### src/rtl/core/gco_pkg.sv
// Shared types and constants for the greedy coverage ordering block.
// Used by the controller, the datapath and the top level; depends on nothing.
`default_nettype none

package gco_pkg;

  localparam int ROW_W   = 5;
  localparam int COL_W   = 5;
  localparam int SCORE_W = 32;
  localparam int SUM_W   = 36;
  localparam int CNT_W   = 6;
  // covered entries never go below zero, so one bit less than a score
  localparam int COV_W   = SCORE_W - 1;

  typedef struct packed {
    logic [ROW_W-1:0]          row_index;
    logic [COL_W-1:0]          column_index;
    logic signed [SCORE_W-1:0] score;
    logic                      final_element;
  } gco_elem_t;

  typedef struct packed {
    logic [ROW_W-1:0] chosen_dataset;
    logic [SUM_W-1:0] gain;
    logic [SUM_W-1:0] covered_total;
    logic             empty_result;
    logic             last_pick;
  } gco_result_t;

  typedef enum logic {
    OP_SCAN,
    OP_UPDATE
  } gco_op_t;

  typedef enum logic [1:0] {
    PUSH_PICK,
    PUSH_LAST,
    PUSH_EMPTY
  } gco_push_t;

  typedef struct packed {
    logic             load_write;
    logic             clear;
    logic             round_init;
    logic             rd_en;
    gco_op_t          rd_op;
    logic [ROW_W-1:0] rd_row;
    logic [COL_W-1:0] rd_col;
    logic             rd_first;
    logic             rd_last;
    logic             commit;
    logic             push;
    gco_push_t        push_kind;
  } gco_cmd_t;

  typedef struct packed {
    logic             busy;
    logic             best_valid;
    logic             pend_valid;
    logic             out_free;
    logic [ROW_W-1:0] best_row;
  } gco_sts_t;

endpackage

`default_nettype wire

### src/rtl/core/gco_ctrl.sv
// Sequencer for loading, scanning rounds, covered-vector updates and result pushes.
// Depends on gco_pkg; drives the datapath through gco_cmd_t, watches gco_sts_t.
`default_nettype none

module gco_ctrl #(
  parameter int MAX_DATASETS = 32
) (
  input  wire logic                            clk,
  input  wire logic                            rst,
  input  wire logic                            cfg_write,
  input  wire logic [gco_pkg::CNT_W-1:0]       cfg_data,
  input  wire logic                            elem_valid,
  input  wire logic                            elem_final,
  output      logic                            elem_ready,
  input  wire gco_pkg::gco_sts_t               sts,
  output      gco_pkg::gco_cmd_t               cmd
);
  import gco_pkg::*;

  localparam int ROW_LIMIT = (MAX_DATASETS < 32) ? MAX_DATASETS : 32;
  localparam int RW        = $clog2(ROW_LIMIT);
  localparam logic [CNT_W-1:0] LIMIT_V = CNT_W'(ROW_LIMIT);

  typedef enum logic [2:0] {
    ST_LOAD,
    ST_ROUND,
    ST_SCAN,
    ST_SCAN_WAIT,
    ST_DECIDE,
    ST_UPDATE,
    ST_UPDATE_WAIT
  } state_t;

  state_t            state;
  logic [RW-1:0]     row_cnt;
  logic [RW-1:0]     col_cnt;
  logic [RW-1:0]     n_last;
  logic [CNT_W-1:0]  dataset_count;
  logic [CNT_W-1:0]  count_eff;
  logic [CNT_W-1:0]  count_m1;
  logic              col_end;
  logic              row_end;

  // saturate the register to 1 .. ROW_LIMIT
  always_comb begin
    if (dataset_count == '0) begin
      count_eff = CNT_W'(1);
    end else if (dataset_count > LIMIT_V) begin
      count_eff = LIMIT_V;
    end else begin
      count_eff = dataset_count;
    end
    count_m1 = count_eff - CNT_W'(1);
  end

  assign col_end    = (col_cnt == n_last);
  assign row_end    = (row_cnt == n_last);
  assign elem_ready = (state == ST_LOAD);

  always_comb begin
    cmd = '0;
    unique case (state)
      ST_LOAD: begin
        cmd.load_write = elem_valid;
        cmd.clear      = elem_valid & elem_final;
      end
      ST_ROUND: begin
        cmd.round_init = 1'b1;
      end
      ST_SCAN: begin
        cmd.rd_en    = 1'b1;
        cmd.rd_op    = OP_SCAN;
        cmd.rd_row   = ROW_W'(row_cnt);
        cmd.rd_col   = COL_W'(col_cnt);
        cmd.rd_first = (col_cnt == '0);
        cmd.rd_last  = col_end;
      end
      ST_DECIDE: begin
        if (sts.best_valid) begin
          // hand the previous pick out before the new one replaces it
          if (!sts.pend_valid || sts.out_free) begin
            cmd.commit    = 1'b1;
            cmd.push      = sts.pend_valid;
            cmd.push_kind = PUSH_PICK;
          end
        end else if (sts.out_free) begin
          cmd.push      = 1'b1;
          cmd.push_kind = sts.pend_valid ? PUSH_LAST : PUSH_EMPTY;
        end
      end
      ST_UPDATE: begin
        cmd.rd_en    = 1'b1;
        cmd.rd_op    = OP_UPDATE;
        cmd.rd_row   = sts.best_row;
        cmd.rd_col   = COL_W'(col_cnt);
        cmd.rd_first = (col_cnt == '0);
        cmd.rd_last  = col_end;
      end
      ST_SCAN_WAIT, ST_UPDATE_WAIT: begin
        cmd = '0;
      end
      default: begin
        cmd = '0;
      end
    endcase
  end

  always_ff @(posedge clk) begin
    if (rst) begin
      state         <= ST_LOAD;
      row_cnt       <= '0;
      col_cnt       <= '0;
      n_last        <= '0;
      dataset_count <= CNT_W'(32);
    end else begin
      if (cfg_write) begin
        dataset_count <= cfg_data;
      end
      unique case (state)
        ST_LOAD: begin
          if (elem_valid && elem_final) begin
            n_last <= count_m1[RW-1:0];
            state  <= ST_ROUND;
          end
        end
        ST_ROUND: begin
          row_cnt <= '0;
          col_cnt <= '0;
          state   <= ST_SCAN;
        end
        ST_SCAN: begin
          if (col_end) begin
            col_cnt <= '0;
            if (row_end) begin
              state <= ST_SCAN_WAIT;
            end else begin
              row_cnt <= row_cnt + RW'(1);
            end
          end else begin
            col_cnt <= col_cnt + RW'(1);
          end
        end
        ST_SCAN_WAIT: begin
          if (!sts.busy) begin
            state <= ST_DECIDE;
          end
        end
        ST_DECIDE: begin
          if (sts.best_valid) begin
            if (!sts.pend_valid || sts.out_free) begin
              col_cnt <= '0;
              state   <= ST_UPDATE;
            end
          end else if (sts.out_free) begin
            state <= ST_LOAD;
          end
        end
        ST_UPDATE: begin
          if (col_end) begin
            col_cnt <= '0;
            state   <= ST_UPDATE_WAIT;
          end else begin
            col_cnt <= col_cnt + RW'(1);
          end
        end
        ST_UPDATE_WAIT: begin
          if (!sts.busy) begin
            state <= ST_ROUND;
          end
        end
        default: begin
          state <= ST_LOAD;
        end
      endcase
    end
  end

endmodule

`default_nettype wire

### config.mk
export PLATFORM = sky130hd
export DESIGN_NAME = gco_ctrl
export DESIGN_NICKNAME = d
export VERILOG_FILES = /design/src/rtl/core/gco_pkg.sv /design/src/rtl/core/gco_ctrl.sv
export SDC_FILE = /design/constraint.sdc
export NUM_CORES = 1
export LEC_CHECK = 0
export BUFFER_PORTS_ARGS = -buffer_cell sky130_fd_sc_hd__buf_4
export CAP_MARGIN = 10
export CORE_AREA = 2 2 60 62
export CTS_CLUSTER_DIAMETER = 200
export DETAILED_ROUTE_END_ITERATION = 16
export DIE_AREA = 0 0 62 64
export PLACE_DENSITY = 0.82
export SYNTH_ARGS = -nofsm -noshare
export SYNTH_HDL_FRONTEND = slang
export SYNTH_SLANG_ARGS = --single-unit
### constraint.sdc
create_clock -name clk -period 1.45 [get_ports clk]
set_input_delay 0 -clock clk [delete_from_list [all_inputs] [get_ports clk]]
set_output_delay 0 -clock clk [all_outputs]
set_load 0.02 [all_outputs]
==> impl_metrics.json <==
{
  "synth_nets": 209,
  "grtUsageTotal_pct": 25.3,
  "finalWirelength_mm": 5.92,
  "core_area_um2": 3280,
  "synth_top_cell_area_share_pct": 31.5,
  "setup_viol": 35,
  "n_antenna_cell": 0,
  "die_h_um": 64,
  "yosys.area.top_type": "dfxtp_1",
  "final-hold-violation-count": 0,
  "cts_buffers": 3,
  "synth-async-reset-ratio_pct": 0,
  "placed_cells": 301,
  "p_leak_uw": 0.00120,
  "via_per_inst": 5.58,
  "nets": 308,
  "ys_types": 43,
  "fin_worst_skew_ns": 0.00986,
  "synth_ff_type": "dfxtp_1",
  "period_needed_ns": 1.69,
  "final_cells": 329,
  "dieArea_um2": 3970,
  "initial_utilization_pct": 46.4,
  "clkLatencyLatePin_ns": 0.33,
  "cts_tree": "yes",
  "clkSinkCount": 24,
  "ir_drop_uv": 858,
  "end_kind": "flop",
  "grt_pass1_vias": 1789,
  "pre_cts_ws_ns": -0.128,
  "fillers": 176,
  "worstPathMaxFanout": 8,
  "totalPowerFinal_uw": 4130,
  "drive_gt1_share_pct": 53.7,
  "path_class": "flop to flop",
  "drv_slew": 0,
  "cp-start-kind": "flop",
  "yosys_warnings": 0,
  "drt_iter0_drc": 127,
  "clkTransAtPathRegs_ns": 0.15,
  "place_congestion": 0.876,
  "postSynthAreaPerCell_um2": 8.24,
  "wl_per_cell_um": 18.0,
  "placed_cell_area_um2": 2190,
  "dp_hpwl_mm": 3.09,
  "grt_pass1_wl_mm": 7.67,
  "via_count": 1836,
  "maxCapViolCount": 0,
  "status": "finished, violations left",
  "min_period_over_period_pct": 116,
  "synth_edf_count": 0,
  "ys_top_cells_by_area": "dfxtp_1, mux2i_1, nor2_1, xor2_1, xnor2_1",
  "antenna_found_initial": 0,
  "fin_area_um2": 2770,
  "cp.arrival_ns": 1.95,
  "synth_cells": 185,
  "hold_path.class": "input port to flop",
  "max_freq_mhz": 593,
  "htreeDepth": 1,
  "violations": "setup timing",
  "syn_area_um2": 1530,
  "crit_required_ns": 1.72,
  "tightest_slew_ns": 0.361,
  "maxSlewHeadroom_pct": 75.7,
  "die_x_um": 62,
  "io_buffers": 41,
  "postRouteAntennaNets": 0,
  "setup_tns_ns": -4.40,
  "gr-total-overflow": 0,
  "ys_ff_latch": 24,
  "worst_slack_ns": -0.237,
  "clockBufferDepth": 2,
  "power.density_nw_per_um2": 1490,
  "route.detailed.drc": 0,
  "rows": 21,
  "area_growth_pct": 81.4,
  "synth_seq_area_share_pct": 31.5,
  "grt_max_degree": 18,
  "dr.pass1.iters": 4,
  "cts_root_buf": "clkbuf_4",
  "rsz0062_at_grt": "yes",
  "pin_count": 42
}
-- metrics by stage --
stage / hold WS [ns] / utilization (%)
6_report: 0.107 / 84.2
3_3_place_gp: 0.218 / 66.8
5_1_grt: 0.105 / 84.2
4_1_cts: 0.0438 / 79.1
3_5_place_dp: 0.231 / 66.8
2_1_floorplan: 0.0817 / -
-- cell usage after synthesis (5+ instances only) --
cell type and number:
mux2i_1 9, nand3_1 6, nor2b_1 5, nor2_1 24
nand2_1 5, or3_1 6, dfxtp_1 24, xnor2_1 6
inv_1 7, o21ai_0 8, a21oi_1 8, nor3_1 7
xor2_1 7, and2_1 5, a22o_1 5
-- routing by layer --
layer / part of all wire, % / vias to the layer above / GRT usage, %
met4: 5.2 / 0 / 12.2
li1: - / 852 / -
met5: 0 / - / 0
met1: 39 / 886 / 29.7
met3: 3.4 / 28 / 3.04
met2: 52 / 70 / 43.5
-- where the power goes --
group          total [uW]  switching [uW]  internal [uW]
clock                 501             221            280
combinational        2740            1350           1390
sequential            892             123            770
total                4130            1690           2440
-- logic make-up (layout without fill, tap and decap cells) --
group                    Yosys count  count (layout)  synth area share, %
AO/OA/AOI/OAI                     42              42                 19.2
XOR/XNOR                          13              13                 7.47
adder cells (fa/ha/maj)            4               4                 3.28
buffers and inverters             16             114                 4.68
flip-flops                        24              24                 31.5
multiplexers                       9               9                 5.91
AND/OR/NAND/NOR                   77              77                 28.0
-- flip-flops by register name, summed over array words and instances, names as in the netlist --
signal / cells
row_cnt: 5
col_cnt: 5
dataset_count: 6
n_last: 5
state: 3
-- layout make-up --
cell class | count | area [um2] | share of cell area (%)
inverter | 7 | 36.3 | 1.31
clock buffer | 3 | 22.5 | 0.814
multi-input combinational | 145 | 1210 | 43.7
clock inverter | 1 | 30.0 | 1.09
sequential | 24 | 507 | 18.3
timing repair buffer | 103 | 903 | 32.7
tap | 46 | 57.6 | 2.08
-- worst max-delay path: stages (launching register included) --
cell	delay (ns)
dfxtp_2	0.38
xor2_2	0.19
nor3_4	0.24
nand2_4	0.11
or4_1	0.51
a21boi_1	0.18
-- cells in the final DEF (no fill, tap or decap), types with 4 or more instances in the layout --
master,netlist,routed
a21oi_1,8,5
a22o_1,5,5
buf_4,0,66
buf_6,1,22
dfxtp_1,24,9
dfxtp_2,0,12
dlygate4sd3_1,0,14
inv_1,7,4
mux2i_1,9,9
nand2_1,5,4
nand3_1,6,6
nor2_1,24,17
nor2_4,0,5
nor2b_1,5,5
nor3_2,0,4
o21ai_0,8,6
o31ai_1,4,4
or3_1,6,5
xnor2_1,6,5
xor2_1,7,4
-- worst paths after layout --
kind	startpoint	to	slack [ns]	cells past startpoint
setup / recovery	n_last[1]	row_cnt[2]	-0.24	5
hold / removal	sts[7]	state[0]	0.11	3
setup reg to reg	n_last[1]	row_cnt[2]	-0.24	5
hold reg to reg	n_last[1]	n_last[1]	0.55	2
-- repair_timing --
item,4_1_cts,5_1_grt
hold buffers,14,0
hold endpoints to repair,15,0
buffers inserted,9,1
endpoints found under the setup margin,34,35
pin swaps,15,12
gates resized for setup,51,39
No activity file was read; power rests on OpenSTA's default activity.
